$ cat src/hdl/oge_pkg.sv
`default_nettype none
package oge_pkg;

  localparam int unsigned SumW   = 32;
  localparam int unsigned GainW  = 16;
  localparam int unsigned DvdW   = 44;
  localparam int unsigned AlphaW = 26;
  localparam int unsigned PW     = 30;
  localparam int unsigned QDepth = 2;

  localparam logic [GainW-1:0] CeilingReset = 16'd40960;
  localparam logic [GainW-1:0] BoostReset   = 16'd4506;
  localparam logic [29:0]      PLimit       = 30'd8192;

  typedef enum logic {
    REG_CEILING = 1'b0,
    REG_BOOST   = 1'b1
  } reg_idx_e;

  typedef enum logic [2:0] {
    ST_IDLE,
    ST_START,
    ST_DIV,
    ST_MUL,
    ST_SQ1,
    ST_SQ2,
    ST_OUT
  } back_state_e;

  typedef struct packed {
    logic [2:0][SumW-1:0] ref_sum;
    logic [2:0][SumW-1:0] tgt_sum;
  } sums_t;

  // Elaboration-time table entry: largest x with x^4 <= 255^3 * v * 2^32.
  function automatic logic [15:0] bright_val(input int unsigned v);
    logic [63:0] n;
    logic [63:0] m;
    logic [63:0] q;
    logic [16:0] lo;
    logic [16:0] hi;
    logic [16:0] mid;
    n  = (64'd16581375 * 64'(v)) << 32;
    lo = 17'd0;
    hi = 17'd65535;
    for (int i = 0; i < 17; i++) begin
      if (lo < hi) begin
        mid = lo + ((hi - lo + 17'd1) >> 1);
        m   = 64'(mid);
        q   = (m * m) * (m * m);
        if (q <= n) begin
          lo = mid;
        end else begin
          hi = mid - 17'd1;
        end
      end
    end
    return lo[15:0];
  endfunction

endpackage
`default_nettype wire

$ cat src/hdl/oge_front.sv
`default_nettype none
module oge_front #(
  parameter int unsigned MaxSlicePixels = 65536
) (
  input  wire logic         clk_i,
  input  wire logic         rst_ni,
  input  wire logic         in_valid_i,
  output logic              in_ready_o,
  input  wire logic [7:0]   ref_red_i,
  input  wire logic [7:0]   ref_green_i,
  input  wire logic [7:0]   ref_blue_i,
  input  wire logic [7:0]   tgt_red_i,
  input  wire logic [7:0]   tgt_green_i,
  input  wire logic [7:0]   tgt_blue_i,
  input  wire logic         slice_end_i,
  output logic              push_o,
  output oge_pkg::sums_t    push_data_o,
  input  wire logic         full_i
);
  import oge_pkg::*;

  localparam int unsigned CntW = $clog2(MaxSlicePixels + 1);

  logic [15:0] rom [256];
  for (genvar v = 0; v < 256; v++) begin : g_rom
    localparam logic [15:0] Val = bright_val(v);
    assign rom[v] = Val;
  end

  sums_t         sums_q, sums_d, added;
  logic [CntW-1:0] cnt_q, cnt_d;
  logic          accept, add_en;
  logic [2:0][7:0] rpix, tpix;

  assign rpix = {ref_blue_i, ref_green_i, ref_red_i};
  assign tpix = {tgt_blue_i, tgt_green_i, tgt_red_i};
  assign in_ready_o = !full_i;
  assign accept = in_valid_i && in_ready_o;
  assign add_en = cnt_q < CntW'(MaxSlicePixels);

  always_comb begin
    added = sums_q;
    if (add_en) begin
      for (int c = 0; c < 3; c++) begin
        added.ref_sum[c] = sums_q.ref_sum[c] + SumW'(rom[rpix[c]]);
        added.tgt_sum[c] = sums_q.tgt_sum[c] + SumW'(rom[tpix[c]]);
      end
    end
  end

  always_comb begin
    sums_d = sums_q;
    cnt_d  = cnt_q;
    if (accept) begin
      if (slice_end_i) begin
        sums_d = '0;
        cnt_d  = '0;
      end else begin
        sums_d = added;
        if (add_en) begin
          cnt_d = cnt_q + CntW'(1);
        end
      end
    end
  end

  assign push_o      = accept && slice_end_i;
  assign push_data_o = added;

  always_ff @(posedge clk_i or negedge rst_ni) begin
    if (!rst_ni) begin
      sums_q <= '0;
      cnt_q  <= '0;
    end else begin
      sums_q <= sums_d;
      cnt_q  <= cnt_d;
    end
  end

endmodule
`default_nettype wire

$ cat src/hdl/oge_queue.sv
`default_nettype none
module oge_queue (
  input  wire logic       clk_i,
  input  wire logic       rst_ni,
  input  wire logic       push_i,
  input  oge_pkg::sums_t  push_data_i,
  output logic            full_o,
  input  wire logic       pop_i,
  output logic            valid_o,
  output oge_pkg::sums_t  pop_data_o
);
  import oge_pkg::*;

  sums_t      mem_q [QDepth];
  logic       wr_q, wr_d, rd_q, rd_d;
  logic [1:0] cnt_q, cnt_d;
  logic       do_push, do_pop;

  assign full_o     = cnt_q == 2'(QDepth);
  assign valid_o    = cnt_q != 2'd0;
  assign pop_data_o = mem_q[rd_q];
  assign do_push    = push_i && !full_o;
  assign do_pop     = pop_i && valid_o;

  always_comb begin
    wr_d  = do_push ? !wr_q : wr_q;
    rd_d  = do_pop ? !rd_q : rd_q;
    cnt_d = cnt_q + 2'(do_push) - 2'(do_pop);
  end

  always_ff @(posedge clk_i) begin
    if (do_push) begin
      mem_q[wr_q] <= push_data_i;
    end
  end

  always_ff @(posedge clk_i or negedge rst_ni) begin
    if (!rst_ni) begin
      wr_q  <= 1'b0;
      rd_q  <= 1'b0;
      cnt_q <= 2'd0;
    end else begin
      wr_q  <= wr_d;
      rd_q  <= rd_d;
      cnt_q <= cnt_d;
    end
  end

endmodule
`default_nettype wire

$ cat src/hdl/oge_back.sv
`default_nettype none
module oge_back (
  input  wire logic         clk_i,
  input  wire logic         rst_ni,
  input  wire logic         q_valid_i,
  input  oge_pkg::sums_t    q_data_i,
  output logic              pop_o,
  input  wire logic [15:0]  ceiling_i,
  input  wire logic [15:0]  boost_i,
  output logic              out_valid_o,
  input  wire logic         out_ready_i,
  output logic [15:0]       gain_red_o,
  output logic [15:0]       gain_green_o,
  output logic [15:0]       gain_blue_o
);
  import oge_pkg::*;

  back_state_e          state_q, state_d;
  sums_t                item_q;
  logic [1:0]           ch_q;
  logic [5:0]           bit_q;
  logic [DvdW-1:0]      dvd_q, quo_q;
  logic [SumW:0]        rem_q, rem_sh;
  logic [PW-1:0]        p_q;
  logic [13:0]          p2_q;
  logic [2:0][GainW-1:0] gain_q;
  logic [SumW-1:0]      r, t;
  logic [AlphaW-1:0]    alpha;
  logic                 t_zero, rem_ge;
  logic [15:0]          p4;

  assign r      = item_q.ref_sum[ch_q];
  assign t      = item_q.tgt_sum[ch_q];
  assign t_zero = t == '0;
  assign rem_sh = {rem_q[SumW-1:0], dvd_q[DvdW-1]};
  assign rem_ge = rem_sh >= {1'b0, t};
  assign alpha  = (|quo_q[DvdW-1:AlphaW]) ? '1 : quo_q[AlphaW-1:0];
  assign p4     = 16'((28'(p2_q) * 28'(p2_q)) >> 12);

  always_comb begin
    state_d = state_q;
    case (state_q)
      ST_IDLE:  if (q_valid_i) state_d = ST_START;
      ST_START: begin
        if (t_zero) begin
          state_d = (ch_q == 2'd2) ? ST_OUT : ST_START;
        end else begin
          state_d = ST_DIV;
        end
      end
      ST_DIV:   if (bit_q == 6'(DvdW - 1)) state_d = ST_MUL;
      ST_MUL:   state_d = ST_SQ1;
      ST_SQ1: begin
        if (p_q >= PLimit) begin
          state_d = (ch_q == 2'd2) ? ST_OUT : ST_START;
        end else begin
          state_d = ST_SQ2;
        end
      end
      ST_SQ2:   state_d = (ch_q == 2'd2) ? ST_OUT : ST_START;
      ST_OUT:   if (out_ready_i) state_d = ST_IDLE;
      default:  state_d = ST_IDLE;
    endcase
  end

  always_comb begin
    pop_o       = 1'b0;
    out_valid_o = 1'b0;
    case (state_q)
      ST_IDLE: pop_o       = q_valid_i;
      ST_OUT:  out_valid_o = 1'b1;
      default: ;
    endcase
  end

  assign gain_red_o   = gain_q[0];
  assign gain_green_o = gain_q[1];
  assign gain_blue_o  = gain_q[2];

  always_ff @(posedge clk_i) begin
    case (state_q)
      ST_IDLE: begin
        item_q <= q_data_i;
        ch_q   <= 2'd0;
      end
      ST_START: begin
        if (t_zero) begin
          gain_q[ch_q] <= (r == '0) ? '0 : ceiling_i;
          ch_q         <= ch_q + 2'd1;
        end
        dvd_q <= DvdW'(({1'b0, r} + {1'b0, t}) << 11);
        rem_q <= '0;
        quo_q <= '0;
        bit_q <= '0;
      end
      ST_DIV: begin
        rem_q <= rem_ge ? rem_sh - {1'b0, t} : rem_sh;
        quo_q <= {quo_q[DvdW-2:0], rem_ge};
        dvd_q <= {dvd_q[DvdW-2:0], 1'b0};
        bit_q <= bit_q + 6'd1;
      end
      ST_MUL: p_q <= PW'((42'(alpha) * 42'(boost_i)) >> 12);
      ST_SQ1: begin
        if (p_q >= PLimit) begin
          gain_q[ch_q] <= ceiling_i;
          ch_q         <= ch_q + 2'd1;
        end
        p2_q <= 14'((26'(p_q[12:0]) * 26'(p_q[12:0])) >> 12);
      end
      ST_SQ2: begin
        gain_q[ch_q] <= (p4 > ceiling_i) ? ceiling_i : p4;
        ch_q         <= ch_q + 2'd1;
      end
      default: ;
    endcase
  end

  always_ff @(posedge clk_i or negedge rst_ni) begin
    if (!rst_ni) begin
      state_q <= ST_IDLE;
    end else begin
      state_q <= state_d;
    end
  end

endmodule
`default_nettype wire

$ cat src/hdl/overlap_gain_estimator.sv
// Pixel pairs are taken at one transfer per cycle until the two-entry slice queue is full.
// After a slice_end transfer is queued and popped, out_valid_o rises once each channel has
// passed a start step, a one-bit-per-cycle 44-step divider and three multiply steps.
// A zero target sum or a large alpha-times-boost product ends a channel early.
// The back end takes one slice at a time and pops the next only after the last result is taken.
// Reset clears the sums, the pixel count and the queue and loads the register defaults.
`default_nettype none
module overlap_gain_estimator #(
  parameter int unsigned MaxSlicePixels = 65536
) (
  input  wire logic        clk_i,
  input  wire logic        rst_ni,
  input  wire logic        psel,
  input  wire logic        penable,
  input  wire logic        pwrite,
  input  wire logic [2:0]  paddr,
  input  wire logic [31:0] pwdata,
  output logic [31:0]      prdata,
  output logic             pready,
  input  wire logic        in_valid_i,
  output logic             in_ready_o,
  input  wire logic [7:0]  ref_red_i,
  input  wire logic [7:0]  ref_green_i,
  input  wire logic [7:0]  ref_blue_i,
  input  wire logic [7:0]  tgt_red_i,
  input  wire logic [7:0]  tgt_green_i,
  input  wire logic [7:0]  tgt_blue_i,
  input  wire logic        slice_end_i,
  output logic             out_valid_o,
  input  wire logic        out_ready_i,
  output logic [15:0]      gain_red_o,
  output logic [15:0]      gain_green_o,
  output logic [15:0]      gain_blue_o
);
  import oge_pkg::*;

  logic [15:0] ceiling_q, boost_q;
  logic        wr_en, push, full, pop, q_valid;
  sums_t       push_data, pop_data;
  reg_idx_e    idx;

  assign pready = 1'b1;
  assign idx    = reg_idx_e'(paddr[2]);
  assign wr_en  = psel && penable && pwrite && pready;

  always_comb begin
    case (idx)
      REG_CEILING: prdata = {16'd0, ceiling_q};
      REG_BOOST:   prdata = {16'd0, boost_q};
      default:     prdata = '0;
    endcase
  end

  always_ff @(posedge clk_i or negedge rst_ni) begin
    if (!rst_ni) begin
      ceiling_q <= CeilingReset;
      boost_q   <= BoostReset;
    end else if (wr_en) begin
      case (idx)
        REG_CEILING: ceiling_q <= pwdata[15:0];
        REG_BOOST:   boost_q   <= pwdata[15:0];
        default: ;
      endcase
    end
  end

  oge_front #(
    .MaxSlicePixels(MaxSlicePixels)
  ) u_front (
    .clk_i, .rst_ni, .in_valid_i, .in_ready_o,
    .ref_red_i, .ref_green_i, .ref_blue_i,
    .tgt_red_i, .tgt_green_i, .tgt_blue_i, .slice_end_i,
    .push_o(push), .push_data_o(push_data), .full_i(full)
  );

  oge_queue u_queue (
    .clk_i, .rst_ni,
    .push_i(push), .push_data_i(push_data), .full_o(full),
    .pop_i(pop), .valid_o(q_valid), .pop_data_o(pop_data)
  );

  oge_back u_back (
    .clk_i, .rst_ni,
    .q_valid_i(q_valid), .q_data_i(pop_data), .pop_o(pop),
    .ceiling_i(ceiling_q), .boost_i(boost_q),
    .out_valid_o, .out_ready_i,
    .gain_red_o, .gain_green_o, .gain_blue_o
  );

endmodule
`default_nettype wire
$ cat config.mk
export PLATFORM = sky130hd
export DESIGN_NAME = overlap_gain_estimator
export DESIGN_NICKNAME = d
export VERILOG_FILES = /design/src/hdl/oge_pkg.sv /design/src/hdl/oge_front.sv /design/src/hdl/oge_queue.sv /design/src/hdl/oge_back.sv /design/src/hdl/overlap_gain_estimator.sv
export SDC_FILE = /design/constraint.sdc
export NUM_CORES = 2
export LEC_CHECK = 0
export BUFFER_PORTS_ARGS = -buffer_cell sky130_fd_sc_hd__buf_4
export CAP_MARGIN = 20
export CELL_PAD_IN_SITES_DETAIL_PLACEMENT = 0
export CELL_PAD_IN_SITES_GLOBAL_PLACEMENT = 1
export CORE_AREA = 2 2 499 501
export DETAILED_ROUTE_END_ITERATION = 12
export DIE_AREA = 0 0 501 503
export PLACE_DENSITY = 0.75
export SLEW_MARGIN = 10
export SYNTH_ARGS = -nofsm -noshare
export SYNTH_HDL_FRONTEND = slang
export SYNTH_SLANG_ARGS = --single-unit
$ cat constraint.sdc
create_clock -name clk_i -period 18.4 [get_ports clk_i]
set_input_delay 0 -clock clk_i [delete_from_list [all_inputs] [get_ports clk_i]]
set_output_delay 0 -clock clk_i [all_outputs]
set_load 0.02 [all_outputs]
==> qor.csv <==
stage;metric;value;unit
sta;hold_viol_final;0;
critical_path;crit_path_top_delay_cell;edfxtp_1;
cells_and_area;num-nets-final;12039;
critical_path;setup.worst_path.class;flop to flop;
critical_path;cp_data_arrival_time;9.76;ns
sta;setup_viol;0;
sta;max_freq;0.107;GHz
place;portBuffers;138;
route;drt_iter0_drc;9721;
global_routing;antenna_found_initial;4;
critical_path;timing.rr.start;u_back.p2_q[7];
synthesis;yosysMostFrequentCell;nand2_1;
synthesis;syn_inst;11227;
floorplanning;num_rows;183;
clocking;worstSkewPairLatency;0.74;ns
route;wl_per_cell;22.8;um
sta;clock_skew;0.0464;ns
synthesis;synth_area_per_cell;8.76;sq um
floorplanning;die_area;252000;sq um
sta;slew_headroom;0.131;
cells_and_area;stdcell_count;14136;
min_path;worst_hold_path_type;input pin to flop;
synthesis;yosys-top-cells-area;edfxtp_1 24%, fa_1 11%, ha_1 7.6%;
sta;tns;0;ns
critical_path;cp_data_required_time;18.83;ns
min_path;hp-start;in_valid_i;
sta;layout_setup_ws;9.07;ns
critical_path;worstSetupStartpoint;u_back.p2_q[7];
critical_path;cpMostUsedCell;fa_1;
route;via_count;85129;
critical_path;cp-start-kind;flop;
job;drv_cap;0;
global_routing;grt_max_degree;122;
route;drt_first_pass_iters;8;
critical_path;endpoint_kind;flop;
critical_path;rrSetupSlack;9.07;ns
route;drt_wl_total;322000;um
sta;worst_pin_slew;1.29;ns
place;dp_hpwl;222000;um
cells_and_area;final_layout_size_suffix_gt1_frac;0.0780;
cells_and_area;final_cell_area;105000;sq um
synthesis;syn_area;98400;sq um
clocking;cts.sink_count;1033;
synthesis;yosys_register_bits;1033;
global_routing;grt_pass1_wl;499000;um
floorplanning;die_h;503;um
critical_path;ff2ff_path_depth;32;
synthesis;netlist.area_leader.share;0.240;
synthesis;synth-async-reset-ratio;0.240;
synthesis;synth_top_cell_by_area;edfxtp_1;
cells_and_area;syn_to_final_growth;7.11;%
route;route.detailed.drc;0;
sta;rsz0062_at_grt;no;
place;dp_slack;9.05;ns
global_routing;grt_use_total;0.249;
place;post-place-cells;13904;
cells_and_area;ff_latch_area;29800;sq um
route;ant_nets;0;
cells_and_area;multiInputGateArea;62200;sq um
synthesis;synth_cell_types;92;
place;gp_congestion;0.970;
clocking;clkTransAtPathRegs;0.06;ns
global_routing;overflow;0;
place;place_area;101000;sq um
cells_and_area;fill_cells;24096;
synthesis;yosys_warnings;0;
sta;drv_slew;0;
clocking;cts_tree;done;
synthesis;synth-seq-area-share;0.303;
clocking;cts_root_buffer;clkbuf_16;
critical_path;max_stage_delay;0.69;ns
route;via_per_inst;6.02;
floorplanning;initial_utilization;0.398;
floorplanning;core-area;247000;sq um
floorplanning;die_w;501;um
synthesis;synth_commonest_cells;1475 x nand2_1, 931 x o21ai_0, 835 x inv_1;
sta;fin_crit_sh;0.507;
global_routing;grt_pass1_vias;82921;
run_status;status;complete, no violations;
critical_path;cp_max_fo;14;
synthesis;ys.flop_type;edfxtp_1;
clocking;clock_tree.buffer_depth;3;
clocking;cts_made_buffers;107;
sta;period_minus_slack;9.33;ns
clocking;htreeDepth;3;
floorplanning;boundaryPins;174;
synthesis;synth_edf_count;785;
==> through the flow <==
step                hold slack [ns]  utilization
detailed placement           0.0598        0.410
floorplan                    -0.296            -
finish                       0.0656        0.427
global route                 0.0527        0.427
CTS                         0.00472        0.427
global placement             0.0628        0.410
==> layout make-up <==
type / instances / share of cell area
Antenna cell: 3 / 0.0000712
Multi-Input combinational cell: 8497 / 0.590
Timing Repair Buffer: 308 / 0.0230
Sequential cell: 1033 / 0.283
Clock buffer: 138 / 0.0273
Inverter: 855 / 0.0305
Clock inverter: 65 / 0.00798
Tap cell: 3237 / 0.0384
==> metal layers <==
| metal | track usage | part of all wire | up-vias | wire [um] |
|---|---|---|---|---|
| met5 | 0 | 0.000034 | - | 11 |
| met2 | 0.396 | 0.46 | 3674 | 147000 |
| met4 | 0.0859 | 0.034 | 2 | 11000 |
| met1 | 0.350 | 0.43 | 41910 | 140000 |
| met3 | 0.0291 | 0.075 | 615 | 24000 |
| li1 | - | - | 38928 | - |
==> cell families (layout without fill, tap and decap cells) <==
| kind of cell | count (synthesis) | after routing | synth area share |
|---|---|---|---|
| other | 2 | 21 | 0.0000763 |
| adder cells (fa/ha/maj) | 1146 | 1146 | 0.188 |
| multiplexers | 516 | 516 | 0.0644 |
| buffers and inverters | 1713 | 1366 | 0.0664 |
| AO/OA/AOI/OAI | 3046 | 3046 | 0.194 |
| AND/OR/NAND/NOR | 3446 | 3446 | 0.156 |
| XOR/XNOR | 325 | 325 | 0.0289 |
| flip-flops | 1033 | 1033 | 0.303 |
==> registers in the layout, summed over array words and instances (netlist names), named ones only <==
name and flops:
u_front.sums_q 192, u_back.p_q 30, u_back.bit_q 6, u_back.dvd_q 33, ceiling_q 16, u_queue.mem_q 384, u_back.rem_q 32, u_queue.cnt_q 2
u_back.p2_q 14, u_back.item_q 192, u_queue.wr_q 1, u_back.ch_q 2, u_back.state_q 3, boost_q 16, u_back.quo_q 44, u_front.cnt_q 17
u_queue.rd_q 1
==> cell usage in the layout (no fill, tap or decap), types with 249 or more instances in the layout <==
cell type,Yosys,routed
ha_1,595,595
nor2_1,809,806
nand2_1,1475,1472
edfxtp_1,785,785
mux2_2,249,249
a21oi_1,790,790
inv_1,835,835
buf_4,21,279
o21ai_0,931,926
fa_1,551,551
==> critical path, delay by kind of cell, from the launching register on <==
| family | cells | cell delay [ns] |
|---|---|---|
| compound gates | 12 | 2.59 |
| simple gates | 4 | 0.97 |
| mux | 1 | 0.13 |
| flops | 1 | 0.69 |
| fa+ha+maj | 8 | 3.69 |
| buf+inv | 6 | 0.60 |
| xor+xnor | 1 | 0.40 |
==> timing repair <==
item / CTS / global route
endpoints found under the setup margin: 0 / 0
hold buffers: 25 / 0
resized for setup: 0 / 0
endpoints found under the hold margin: 121 / 0
setup buffers: 0 / 0
==> worst min path at each step <==
stage | to | cells past startpoint
final | u_front.sums_q[128] | 4
after global routing | boost_q[10] | 3
after CTS | u_front.sums_q[128] | 4
after detailed placement | u_front.sums_q[39] | 1
after global placement | u_front.sums_q[40] | 1
after floorplan | boost_q[0] | 0
Power is left out: the tool's default activity adds up to more than one toggle a clock period on the data nets, which glitch-free logic cannot reach.
